==> src/design/mcms_pkg.sv <==
// Shared constants, types and helpers for the masked cost matrix minimum search core.
package mcms_pkg;

  localparam int MAX_SIZE   = 64;
  localparam int IDX_W      = $clog2(MAX_SIZE);
  localparam int CNT_W      = $clog2(MAX_SIZE + 1);
  localparam int ADDR_W     = 2 * IDX_W;
  localparam int MEM_DEPTH  = MAX_SIZE * MAX_SIZE;
  localparam int VAL_W      = 32;
  localparam int OP_W       = 3;
  localparam int SIZE_W     = 7;
  localparam int DATA_W     = 32;
  localparam int CFG_ADDR_W = 3;
  localparam int Q_DEPTH    = 2;
  localparam int Q_PTR_W    = $clog2(Q_DEPTH);
  localparam int Q_CNT_W    = $clog2(Q_DEPTH + 1);

  localparam logic [VAL_W-1:0] VALUE_MAX       = {1'b0, {(VAL_W-1){1'b1}}};
  localparam logic             REG_ACTIVE_SIZE = 1'b0;

  typedef enum logic [OP_W-1:0] {
    OP_WRITE     = 3'd0,
    OP_READ      = 3'd1,
    OP_ERASE_ROW = 3'd2,
    OP_ERASE_COL = 3'd3,
    OP_ROW_MIN   = 3'd4,
    OP_COL_MIN   = 3'd5
  } op_t;

  typedef enum logic [2:0] {
    CMD_NOP,
    CMD_WRITE,
    CMD_READ,
    CMD_ERASE_ROW,
    CMD_ERASE_COL,
    CMD_ROW_MIN,
    CMD_COL_MIN,
    CMD_NO_HIT
  } cmd_kind_t;

  typedef struct packed {
    cmd_kind_t                kind;
    logic [IDX_W-1:0]         row;
    logic [IDX_W-1:0]         col;
    logic signed [VAL_W-1:0]  value;
  } cmd_t;

  typedef enum logic [1:0] {
    BK_CLEAR,
    BK_IDLE,
    BK_READ,
    BK_SCAN
  } bk_state_t;

  // active_size clamped to 1..MAX_SIZE
  function automatic logic [CNT_W-1:0] eff_size(input logic [SIZE_W-1:0] sz);
    logic [CNT_W-1:0] n;
    if (sz == '0) begin
      n = CNT_W'(1);
    end else if (sz > SIZE_W'(MAX_SIZE)) begin
      n = CNT_W'(MAX_SIZE);
    end else begin
      n = sz[CNT_W-1:0];
    end
    return n;
  endfunction

endpackage

==> src/design/mcms_cmd_fifo.sv <==
// Short command queue between front end and back end.
module mcms_cmd_fifo (
  input  logic           clk,
  input  logic           rst_n,
  input  logic           wr_valid,
  output logic           wr_ready,
  input  mcms_pkg::cmd_t wr_data,
  output logic           rd_valid,
  input  logic           rd_pop,
  output mcms_pkg::cmd_t rd_data
);
  import mcms_pkg::*;

  cmd_t               slot_r [Q_DEPTH];
  logic [Q_PTR_W-1:0] wr_ptr_r, wr_ptr_nxt;
  logic [Q_PTR_W-1:0] rd_ptr_r, rd_ptr_nxt;
  logic [Q_CNT_W-1:0] cnt_r, cnt_nxt;
  logic               wr, rd;

  assign wr_ready = cnt_r != Q_CNT_W'(Q_DEPTH);
  assign rd_valid = cnt_r != '0;
  assign rd_data  = slot_r[rd_ptr_r];
  assign wr       = wr_valid && wr_ready;
  assign rd       = rd_pop && rd_valid;

  always_comb begin
    wr_ptr_nxt = wr ? wr_ptr_r + 1'b1 : wr_ptr_r;
    rd_ptr_nxt = rd ? rd_ptr_r + 1'b1 : rd_ptr_r;
    cnt_nxt    = cnt_r + Q_CNT_W'(wr) - Q_CNT_W'(rd);
  end

  always_ff @(posedge clk) begin
    if (!rst_n) begin
      wr_ptr_r <= '0;
      rd_ptr_r <= '0;
      cnt_r    <= '0;
    end else begin
      wr_ptr_r <= wr_ptr_nxt;
      rd_ptr_r <= rd_ptr_nxt;
      cnt_r    <= cnt_nxt;
    end
  end

  always_ff @(posedge clk) begin
    if (wr) begin
      slot_r[wr_ptr_r] <= wr_data;
    end
  end

endmodule

==> config.mk <==
export PLATFORM = sky130hd
export DESIGN_NAME = mcms_cmd_fifo
export DESIGN_NICKNAME = d
export VERILOG_FILES = /design/src/design/mcms_pkg.sv /design/src/design/mcms_cmd_fifo.sv
export SDC_FILE = /design/constraint.sdc
export NUM_CORES = 1
export LEC_CHECK = 0
export BUFFER_PORTS_ARGS = -buffer_cell sky130_fd_sc_hd__buf_2
export CAP_MARGIN = 25
export CORE_MARGIN = 4
export CORE_UTILIZATION = 34
export DETAILED_ROUTE_END_ITERATION = 16
export PLACE_DENSITY = 0.52
export SYNTH_ARGS = -nofsm -noshare
export SYNTH_HDL_FRONTEND = slang
export SYNTH_SLANG_ARGS = --single-unit
==> constraint.sdc <==
create_clock -name clk -period 3.5 [get_ports clk]
set_input_delay 0.7 -clock clk [delete_from_list [all_inputs] [get_ports clk]]
set_output_delay 0.7 -clock clk [all_outputs]
set_load 0.01 [all_outputs]
# [Word-level counts from Yosys, hierarchy flattened]
# Memory sizes are Yosys's and may differ from the RTL's. A register that Yosys moved wholly into a read port is not among the register bits.
# Index checks and enable logic that the tools add are counted.
[op_classes] add_sub_neg=4 n_mux=4 n_eq_ne=1 n_reduce_logical=3
[op_table] operator="two-way mux 1 bit" count=4
[op_table] operator="adder 1 bit, second input constant" count=2
[op_table] operator="adder 2 x 1 -> 2 bit" count=1
[op_table] operator="logical AND 1 bit" count=2
[op_table] operator="inequality test 2 bit, second input constant" count=1
[op_table] operator="nonzero test 2 bit" count=1
[op_table] operator="subtractor 2 x 1 -> 2 bit" count=1
[totals] out_inout_bits=49 input_bits=51 mem_bits_rw=94 reg_bits=4 elab_cells=16 memories=1
[mem_list] memory="slot_r" words=2 width=47 read_ports=1 rd_ports_with_merged_regs=1 wr=1 line="mcms_cmd_fifo.sv:14" rtl="cmd_t slot_r [Q_DEPTH];"

# [Logic depth before layout (Yosys ltp)]
[logic_depth] word_depth=4 mapped_depth=6 depth_no_buf=6

# [Worst setup path after synthesis]
# OpenSTA, ideal clock, no wires.
[synth_path] path_kind="in2reg" start="input wr_valid" end="memory slot_r[1][0] (netlist bit), enable pin" n_path_buf=0 setup_time_ns=0.409 t_required_ns=3.091 cell_stages=1 path_slack_ns=1.219 t_arrival_ns=1.871 cell_sequence="and3_1"
[synth_via] elab_chain_len=3
[synth_lines] element="start, declared" line="mcms_cmd_fifo.sv:5" rtl="input logic wr_valid,"
[synth_lines] element="logical AND 1 bit" line="mcms_cmd_fifo.sv:23" rtl="assign wr = wr_valid && wr_ready;"
[synth_lines] element="two-way mux 1 bit" line="mcms_cmd_fifo.sv:45" rtl="if (wr) begin"
[synth_lines] element="two-way mux 1 bit (not written as such)" line="mcms_cmd_fifo.sv:46" rtl="slot_r[wr_ptr_r] <= wr_data;"
[synth_lines] element="end, declared" line="mcms_cmd_fifo.sv:14"
# Every way passes these cells.

==> impl_metrics.yaml <==
clocking:
  h-tree-depth: 3
  clk_pin_slew_ns: 0.09
  cts_root_buf: "clkbuf_8"
  cts.sinks: 99
  cts_setup_buffers: 0
  cts_tree: "yes"
  holdBufCountCts: 0
  numCtsBuffers: 9
  cts_buffer_depth: 2
  cts_resized: 0
  clk_latency_ns: 0.34
timing:
  setup_viol: 0
  finalMaxSlewViolations: 0
  rsz0062_at_grt: "false"
  fin_crit_ns: 2.64
  skew_ns: 0.00588
  fin_setup_tns_ns: 0
  hold_ws_ns: 0.531
  max_slew_margin_pct: 47.1
  final-hold-violation-count: 0
  timing.final.crit_share_pct: 75.3
  worst_pin_slew_ns: 0.793
  max_freq_mhz: 379
job:
  drv_cap: 0
hold_path:
  hold_class: "input pin to flop"
  min_from: "wr_data[38]"
floorplanning:
  core_area_um2: 10800
  row_count: 38
  dieHeight_um: 113
  die_area_um2: 12800
  die_w_um: 113
  io_pins: 100
  initial_core_util_pct: 34.8
setup_path:
  r2r-start: "cnt_r[0]"
  startpoint_type: "flop"
  path_class: "flop to primary output"
  cp.required_ns: 2.80
  crit_fanout: 27
  crit_path_end_kind: "primary output"
  crit_arrival_ns: 1.94
global_route:
  busiest_layer: "met2"
  grt_overflow_total: 0
  met1_usage_pct: 13.6
  grt_max_degree: 35
  grt_pass1_vias: 2028
  met3_usage_pct: 4.44
  grt_util_met2_pct: 16.0
  grt.total_usage_pct: 10.6
  antenna_found_initial: 0
  grt_pass1_wl_um: 10200
synth:
  ys_top_cells_by_area: "edfxtp_1 75%, mux2_4 12%, mux2_2 5.1%"
  synth_edf_count: 94
  synth_top_cell_by_area: "edfxtp_1"
  avgSynthCellArea_um2: 21.6
  yosysMostFrequentCell: "edfxtp_1"
  synthesis.nets: 227
  synth_common_cells: "94 x edfxtp_1, 30 x mux2_4, 17 x mux2_2"
  synth-seq-cells: 99
  yosysWarnings: 0
  async_flop_share_pct: 0
  synthCells: 175
  yosysSeqAreaShare_pct: 77.5
  synth_top_area_share_pct: 74.8
  synthFlopType: "edfxtp_1"
  synth_cell_types: 26
  synth_area_um2: 3770
route:
  wl_per_cell_um: 15.3
  drt_iter0_drc: 55
  postRouteAntennaNets: 0
  wirelength_um: 6570
  via_count: 1886
  via_per_inst: 4.40
  drc_errors: 0
  drtPass1Iterations: 4
placement:
  globalplace.congestion: 0.682
  dp_hpwl_um: 4330
  io_buffers: 99
power_and_ir_drop:
  powerDensity_nw_per_um2: 620
  p_leak_nw: 1.79
  peakVddDrop_mv: 0.238
cells_and_area:
  drive_above_1_share_pct: 58.5
  n_fill_cell: 992
  layout.nets: 336
  area_growth_pct: 22.9
  n_antenna_cell: 0
outcome:
  outcome: "finished clean"
==> power by group <==
part	internal [W]	total, W	switching, W
Sequential	0.00144	0.00151	0.0000717
Combinational	0.000365	0.000673	0.000308
Clock	0.000322	0.000690	0.000368
Total	0.00213	0.00288	0.000748
==> state kept, by name (all words and copies together) (netlist names), named ones only <==
| register | cells |
|---|---|
| cnt_r | 2 |
| slot_r | 94 |
| rd_ptr_r | 1 |
| wr_ptr_r | 1 |
==> path summary, 6_finish.rpt <==
check / end / slack (ns) / cells after the start
setup / recovery: rd_data[36] / 0.86 / 3
hold / removal: slot_r[1][38] / 0.53 / 1
setup reg to reg: slot_r[0][32] / 1.50 / 4
hold reg to reg: flop / 0.59 / 2
==> layout by cell type (no fill, tap or decap), drive strengths merged, types with 2 or more instances in the layout <==
cell type and count:
buf 103, edfxtp 94, mux2 47, clkbuf 9, clkinv 6, dfxtp 5
and2 3, nand2b 2, nor2 2, a21bo 2, o21ai 2
==> per-layer routing <==
layer	up-vias	wire, um
li1	900	-
met1	914	2940
met2	67	3020
met3	5	550
met4	0	63
met5	-	0
==> per-stage QoR <==
stage                     total power (W)  std cells  util [%]  setup WS [ns]  cell area (um2)
after floorplan                   0.00198        175         -           1.22             3770
after global placement            0.00223        413      41.1           1.22             4460
after detailed placement          0.00223        413      41.1           1.19             4460
after CTS                         0.00293        429      42.8          0.785             4640
after global routing              0.00304        429      42.8          0.743             4640
final                             0.00288        429      42.8          0.864             4640
==> area by class of cell <==
cell class | count | area, um2 | area share [%]
repair buffers | 103 | 551 | 11.9
clock inverters | 7 | 58.8 | 1.27
inverters | 1 | 3.75 | 0.0809
well taps | 140 | 175 | 3.78
clock buffers | 9 | 124 | 2.67
flip-flops and latches | 99 | 2920 | 63.0
multi-input cells | 70 | 802 | 17.3
==> critical path: stages (launching register included) <==
cell	delay (ns)
dfxtp_2	0.75
buf_12	0.31
mux2_2	0.37
buf_2	0.14
==> logic make-up after synthesis <==
kind of cell	Yosys count	synth area share (%)
AOI/OAI and AO/OA	7	1.43
buffers and inverters	6	1.33
DFF	99	77.5
and+or+nand+nor	13	1.96
xor gates and xnor gates	1	0.232
adders and majority gates	1	0.332
muxes	48	17.3
No activity file was read; power rests on OpenSTA's default activity.
