### src/design/mcms_pkg.sv
// Shared constants, types and helpers for the masked cost matrix minimum search core.
package mcms_pkg;

  localparam int MAX_SIZE   = 64;
  localparam int IDX_W      = $clog2(MAX_SIZE);
  localparam int CNT_W      = $clog2(MAX_SIZE + 1);
  localparam int ADDR_W     = 2 * IDX_W;
  localparam int MEM_DEPTH  = MAX_SIZE * MAX_SIZE;
  localparam int VAL_W      = 32;
  localparam int OP_W       = 3;
  localparam int SIZE_W     = 7;
  localparam int DATA_W     = 32;
  localparam int CFG_ADDR_W = 3;
  localparam int Q_DEPTH    = 2;
  localparam int Q_PTR_W    = $clog2(Q_DEPTH);
  localparam int Q_CNT_W    = $clog2(Q_DEPTH + 1);

  localparam logic [VAL_W-1:0] VALUE_MAX       = {1'b0, {(VAL_W-1){1'b1}}};
  localparam logic             REG_ACTIVE_SIZE = 1'b0;

  typedef enum logic [OP_W-1:0] {
    OP_WRITE     = 3'd0,
    OP_READ      = 3'd1,
    OP_ERASE_ROW = 3'd2,
    OP_ERASE_COL = 3'd3,
    OP_ROW_MIN   = 3'd4,
    OP_COL_MIN   = 3'd5
  } op_t;

  typedef enum logic [2:0] {
    CMD_NOP,
    CMD_WRITE,
    CMD_READ,
    CMD_ERASE_ROW,
    CMD_ERASE_COL,
    CMD_ROW_MIN,
    CMD_COL_MIN,
    CMD_NO_HIT
  } cmd_kind_t;

  typedef struct packed {
    cmd_kind_t                kind;
    logic [IDX_W-1:0]         row;
    logic [IDX_W-1:0]         col;
    logic signed [VAL_W-1:0]  value;
  } cmd_t;

  typedef enum logic [1:0] {
    BK_CLEAR,
    BK_IDLE,
    BK_READ,
    BK_SCAN
  } bk_state_t;

  // active_size clamped to 1..MAX_SIZE
  function automatic logic [CNT_W-1:0] eff_size(input logic [SIZE_W-1:0] sz);
    logic [CNT_W-1:0] n;
    if (sz == '0) begin
      n = CNT_W'(1);
    end else if (sz > SIZE_W'(MAX_SIZE)) begin
      n = CNT_W'(MAX_SIZE);
    end else begin
      n = sz[CNT_W-1:0];
    end
    return n;
  endfunction

endpackage

### src/design/mcms_front.sv
// Front end: accepts requests, range-checks them and turns them into commands.
module mcms_front (
  input  logic                          clk,
  input  logic                          rst_n,
  input  logic                          push,
  output logic                          full,
  input  logic [mcms_pkg::OP_W-1:0]     in_operation,
  input  logic [mcms_pkg::IDX_W-1:0]    in_row_index,
  input  logic [mcms_pkg::IDX_W-1:0]    in_col_index,
  input  logic signed [mcms_pkg::VAL_W-1:0] in_entry_value,
  input  logic [mcms_pkg::SIZE_W-1:0]   active_size,
  input  logic                          hold,
  output logic                          cmd_valid,
  output mcms_pkg::cmd_t                cmd,
  input  logic                          cmd_ready
);
  import mcms_pkg::*;

  logic             fr_valid_r, fr_valid_nxt;
  cmd_t             cmd_r, cmd_nxt;
  logic [CNT_W-1:0] n;
  logic             row_ok, col_ok, accept;

  assign n      = eff_size(active_size);
  assign row_ok = CNT_W'(in_row_index) < n;
  assign col_ok = CNT_W'(in_col_index) < n;
  assign full   = hold || (fr_valid_r && !cmd_ready);
  assign accept = push && !full;

  always_comb begin
    cmd_nxt       = cmd_r;
    fr_valid_nxt  = fr_valid_r && !cmd_ready;
    if (accept) begin
      fr_valid_nxt  = 1'b1;
      cmd_nxt.row   = in_row_index;
      cmd_nxt.col   = in_col_index;
      cmd_nxt.value = in_entry_value;
      case (op_t'(in_operation))
        OP_WRITE:     cmd_nxt.kind = (row_ok && col_ok) ? CMD_WRITE : CMD_NOP;
        OP_READ:      cmd_nxt.kind = (row_ok && col_ok) ? CMD_READ : CMD_NOP;
        OP_ERASE_ROW: cmd_nxt.kind = row_ok ? CMD_ERASE_ROW : CMD_NOP;
        OP_ERASE_COL: cmd_nxt.kind = col_ok ? CMD_ERASE_COL : CMD_NOP;
        OP_ROW_MIN:   cmd_nxt.kind = row_ok ? CMD_ROW_MIN : CMD_NO_HIT;
        OP_COL_MIN:   cmd_nxt.kind = col_ok ? CMD_COL_MIN : CMD_NO_HIT;
        default:      cmd_nxt.kind = CMD_NOP;
      endcase
    end
  end

  always_ff @(posedge clk) begin
    if (!rst_n) begin
      fr_valid_r <= 1'b0;
    end else begin
      fr_valid_r <= fr_valid_nxt;
    end
  end

  always_ff @(posedge clk) begin
    cmd_r <= cmd_nxt;
  end

  assign cmd_valid = fr_valid_r;
  assign cmd       = cmd_r;

endmodule

### config.mk
export PLATFORM = sky130hd
export DESIGN_NAME = mcms_front
export DESIGN_NICKNAME = d
export VERILOG_FILES = /design/src/design/mcms_pkg.sv /design/src/design/mcms_front.sv
export SDC_FILE = /design/constraint.sdc
export NUM_CORES = 1
export LEC_CHECK = 0
export ABC_CLOCK_PERIOD_IN_PS = 2400
export BUFFER_PORTS_ARGS = -buffer_cell sky130_fd_sc_hd__buf_2
export CAP_MARGIN = 10
export CELL_PAD_IN_SITES_DETAIL_PLACEMENT = 1
export CELL_PAD_IN_SITES_GLOBAL_PLACEMENT = 2
export CORE_MARGIN = 3
export CORE_UTILIZATION = 27
export CTS_CLUSTER_SIZE = 40
export DETAILED_ROUTE_END_ITERATION = 12
export GPL_TIMING_DRIVEN = 0
export MAX_ROUTING_LAYER = met4
export PLACE_DENSITY = 0.89
export SYNTH_ARGS = -nofsm -noshare
export SYNTH_HDL_FRONTEND = slang
export SYNTH_SLANG_ARGS = --single-unit
### constraint.sdc
create_clock -name clk -period 2.4 [get_ports clk]
set_input_delay 0 -clock clk [delete_from_list [all_inputs] [get_ports clk]]
set_output_delay 0 -clock clk [all_outputs]
set_load 0.05 [all_outputs]
After elaboration in Yosys (flattened, before gate mapping). Cells that the tools add are included.

Flip-flop bits (word level): 48. Output and inout bits: 49.

Magnitude comparators: 3. Equal/unequal tests: 5. Mux-type cells: 10. Reductions and logical operators: 8.

Operators with widths (number): case mux 3 bit (6 select lines) (1); less-than comparator 6 x 7 -> 1 bit (2); 2-to-1 mux 7 bit (2); greater-than comparator 7 bit, second input constant (1); logical NOT 7 bit (1); equality test 3 x 2 -> 1 bit, second input constant (2); equality test 3 bit, second input constant (2); 2-to-1 mux 2 bit (3); equality test 3 x 1 -> 1 bit, second input constant (1); logical AND 1 bit (3); logical NOT 3 bit (1); 2-to-1 mux 1 bit (3); 2-to-1 mux 3 bit (1); logical NOT 1 bit (2); logical OR 1 bit (1).

Depth between registers and ports, before layout.
Depth after elaboration: 7. Gate-level depth with buffers: 8. Gate-level depth less buffers: 7.

Worst setup path after synthesis. OpenSTA, ideal clock, no wires.

Kind: flip-flop to flip-flop. Start: register fr_valid_r, in the netlist cmd_valid. End: register cmd_r, in the netlist cmd[0], enable pin. Arrival: 1.941 ns. Data required time: 1.990 ns. Path slack: 0.049 ns. Cell stages (with the launch flop): 4. Buffers on the path: 0. Period minus slack after synthesis: 2.351 ns. Path through: dfxtp_1 -> nor2b_1 -> nor2_1 -> and2_1.

Longest elaborated chain between the ends: 4.

Ends and longest elaborated chain: start: declaration (RTL line mcms_front.sv:19) `logic fr_valid_r, fr_valid_nxt;`; start signal: assignment (RTL line mcms_front.sv:54) `fr_valid_r <= fr_valid_nxt;`; logical AND 1 bit (RTL line mcms_front.sv:27) `assign full = hold || (fr_valid_r && !cmd_ready);`; logical OR 1 bit (RTL line mcms_front.sv:27); logical NOT 1 bit (RTL line mcms_front.sv:28) `assign accept = push && !full;`; logical AND 1 bit (RTL line mcms_front.sv:28); named net accept (RTL line mcms_front.sv:22) `logic row_ok, col_ok, accept;`; end signal: assignment (RTL line mcms_front.sv:59) `cmd_r <= cmd_nxt;`; end: declaration (RTL line mcms_front.sv:20) `cmd_t cmd_r, cmd_nxt;`.

The timed path passes the listed nets, and every way through them passes these cells. A chain may end at the register's enable or synchronous reset.

Worst setup path in the final report.
Start: input port in_row_index[2] (netlist name). End: register cmd_r, in the netlist cmd[45], data pin.

Longest elaborated chain between the ends: 4.

Ends and longest elaborated chain: start: declaration (RTL line mcms_front.sv:8) `input logic [mcms_pkg::IDX_W-1:0] in_row_index,`; less-than comparator 6 x 7 -> 1 bit (*) (RTL line mcms_front.sv:25) `assign row_ok = CNT_W'(in_row_index) < n;`; logical AND 1 bit (RTL line mcms_front.sv:40) `OP_READ: cmd_nxt.kind = (row_ok && col_ok) ? CMD_READ : CMD_NOP;`; 2-to-1 mux 2 bit (RTL line mcms_front.sv:40); case mux 3 bit (6 select lines) (*) (RTL line mcms_front.sv:38) `case (op_t'(in_operation))`.

Mark *: on every way between the ends. The rest lies on a longest branch, timed or not.

==> flow_summary_export.csv <==
group,metric,value,unit
floorplan,num_rows,29,
setup_path,start_kind,"input port",
placed_design,hpwl,3830,microns
sta,timing.setup.tns,0,ns
grt,grt_util_all_layers,0.143,
floorplan,dieArea,7970,sq um
drt,drt-vias-per-instance,4.40,
finish,finalNetCount,333,
drt,firstDrtPassIters,2,
drt,vias,1506,
placed_design,dpl_worst_slack,0.150,ns
drt,dr.max_layer_used,"met4",
logic_synthesis,synthArstFlopShare,0,
logic_synthesis,yosysTopAreaCell,"edfxtp_1",
placed_design,place.gp.congestion,0.800,
grt,grt.overflow.total,0,
placed_design,portBuffers,107,
floorplan,die_w,89.3,microns
logic_synthesis,synth_edf_count,47,
drt,dr_wl_met3,293,microns
logic_synthesis,synth-main-ff-cell,"edfxtp_1",
finish,layout_common_cells,"buf_2, edfxtp_1, dlygate4sd3_1",
cts,clk_latency,0.29,ns
sta,slew_headroom,0.657,
setup_path,cpPeakStageDelay,0.54,ns
sta,period_needed,1.98,ns
drt,drc,0,
logic_synthesis,synth-xor-area-share,0,
floorplan,die_y,89.3,microns
logic_synthesis,synth.avg_cell_area,18.0,sq um
grt,grt_pass1_wl,8140,microns
sta,slew_violations,0,
sta,max_freq,506,MHz
sta,fin_crit_sh,0.824,
grt,grt_max_degree,29,
cts,cts_buffers,5,
drt,drt_first_iter_violations,55,
status,status,"finished, final reports clean",
floorplan,core-area,6530,sq um
logic_synthesis,synth-seq-cells,48,
cts,root_buffer,"clkbuf_8",
pwr,leakage,1.30,nW
sta,finalSetupViolCount,0,
finish,layout_commonest_cell,"buf_2",
logic_synthesis,syn_nets,173,
setup_path,worstPathRequired,2.45,ns
cts,clk_pin_slew,0.09,ns
finish,n_fill_cell,718,
cts,clockBufferDepth,2,
cts,clkSinkCount,48,
logic_synthesis,synth_area,1870,sq um
finish,syn_to_final_growth,63.4,%
setup_path,cp_cell_sequence,"dlygate4sd3_1, buf_2, ha_1, a21o_1, a221o_1, a41oi_2, o21ai_0, o311a_1",
pwr,ir_drop,0.255,mV
finish,diodes,0,
finish,drive_gt1_frac,0.445,
cts,cts_tree,"built",
sta,final.setup_skew,0.00830,ns
setup_path,worstPathArrival,2.03,ns
grt,antenna_found_initial,0,
sta,tightest_slew,0.515,ns
drt,drtAntennaViolNets,0,
sta,rsz0062_at_grt,"no",
hold_path,min_path_type,"input port to flip-flop",
logic_synthesis,synth_top_family_by_area,"compound AO/OA/AOI/OAI gates",
logic_synthesis,synth_seq_area_share,0.764,
sta,hold_violations,0,
drt,drt-wirelength-per-cell,15.6,microns
logic_synthesis,synth_warnings,0,
grt,grt_pass1_vias,1729,
floorplan,initial_core_util,0.287,
setup_path,setup.worst_path.class,"input port to flip-flop",
setup_path,crit_fanout,4,
logic_synthesis,synth_compound_area_frac,0.0848,
setup_path,path_buf_inv,2,
setup_path,slowest_stage,"dlygate4sd3_1",
drt,met2WireLength,3120,microns
setup_path,end_kind,"flip-flop",
floorplan,io_pins,108,
placed_design,place_area,2530,sq um
finish,final_cell_area,3060,sq um
setup_path,cp_top_family,"compound AO/OA/AOI/OAI gates",
logic_synthesis,synth-simple-area-share,0.0762,
logic_synthesis,synth_top_cell_area_share,0.754,
logic_synthesis,ys_types,29,
logic_synthesis,netlist_instances,104,
sta,fin_ws,0.423,ns
logic_synthesis,synthTopCellsByArea,"edfxtp_1, ha_1, a21o_1",
logic_synthesis,synthMuxAreaShare,0,
drt,totalWireLength,5330,microns
flow_run,drv_cap,0,
finish,final_util,0.469,
drt,wl_met1,1880,microns
cts,htree_levels,2,
pwr,powerDensity,592,nW/um^2
logic_synthesis,synth_adder_area_share,0.0668,
==> cell type report <==
| cell class | count | area, sq um | share of cell area |
|---|---|---|---|
| Timing Repair Buffer | 153 | 1010 | 0.329 |
| Sequential cell | 48 | 1430 | 0.468 |
| Multi-Input combinational cell | 52 | 428 | 0.140 |
| Inverter | 3 | 11.3 | 0.00368 |
| Tap cell | 77 | 96.3 | 0.0315 |
| Clock buffer | 6 | 72.6 | 0.0237 |
| Clock inverter | 2 | 11.3 | 0.00368 |
| Buffer | 1 | 3.75 | 0.00123 |
==> flip-flops by register name, indices dropped and copies added, names as in the netlist <==
| signal | cells |
|---|---|
| cmd_valid | 1 |
| cmd | 47 |
==> routing by layer <==
layer  up-vias  track usage
met1       706        0.143
met3         4       0.0286
met5         -            -
li1        735            -
met4         0       0.0325
met2        61        0.281
==> per-stage QoR <==
step / hold slack, ns / power [mW] / instances
after floorplan: 0.0989 / 1.19 / 104
after global placement: 0.177 / 1.30 / 288
after detailed placement: 0.178 / 1.31 / 289
after CTS: 0.0331 / 1.83 / 342
after global routing: 0.0459 / 1.90 / 342
final: 0.0457 / 1.81 / 342
==> cells in the mapped netlist, types with 2 or more instances <==
cell	n
nand3_1	4
o21a_1	2
nor3b_1	2
nand2b_1	4
inv_1	3
and3_1	2
o21ai_0	3
a21oi_1	2
nor2b_1	2
a21o_1	4
edfxtp_1	47
nor2_1	2
ha_1	10
a21boi_0	2
==> power breakdown <==
| part | leakage [nW] | total, mW | switching, mW | internal [mW] |
|---|---|---|---|---|
| logic | 0.818 | 0.373 | 0.229 | 0.144 |
| clock network | 0.0388 | 0.465 | 0.262 | 0.203 |
| registers | 0.448 | 0.973 | 0.00917 | 0.964 |
==> path summary, 6_finish.rpt <==
check         endpoint             from  depth (start not counted)  slack (ns)
max            cmd[45]  in_row_index[2]                          8        0.42
min          cmd_valid        cmd_ready                          3        0.05
max reg2reg    cmd[27]        cmd_valid                          4        0.78
min reg2reg  cmd_valid        cmd_valid                          2        0.66
==> repair_timing <==
item,4_1_cts,5_1_grt
endpoints found under the hold margin,45,0
buffers inserted,0,0
gates resized for setup,0,0
hold buffers,45,0
==> worst reg2reg max path, stage by stage, from the launching register on <==
cell and delay [ns]:
dfxtp_1 0.31, nor2b_1 0.14, nor2_1 0.11, and2_2 0.49
buf_12 0.26
==> cells by family after synthesis <==
kind of cell | Yosys count
buffers and inverters | 4
AOI/OAI and AO/OA | 20
adders and majority gates | 10
and+or+nand+nor | 22
DFF | 48
(Power assumes the default switching activity.)
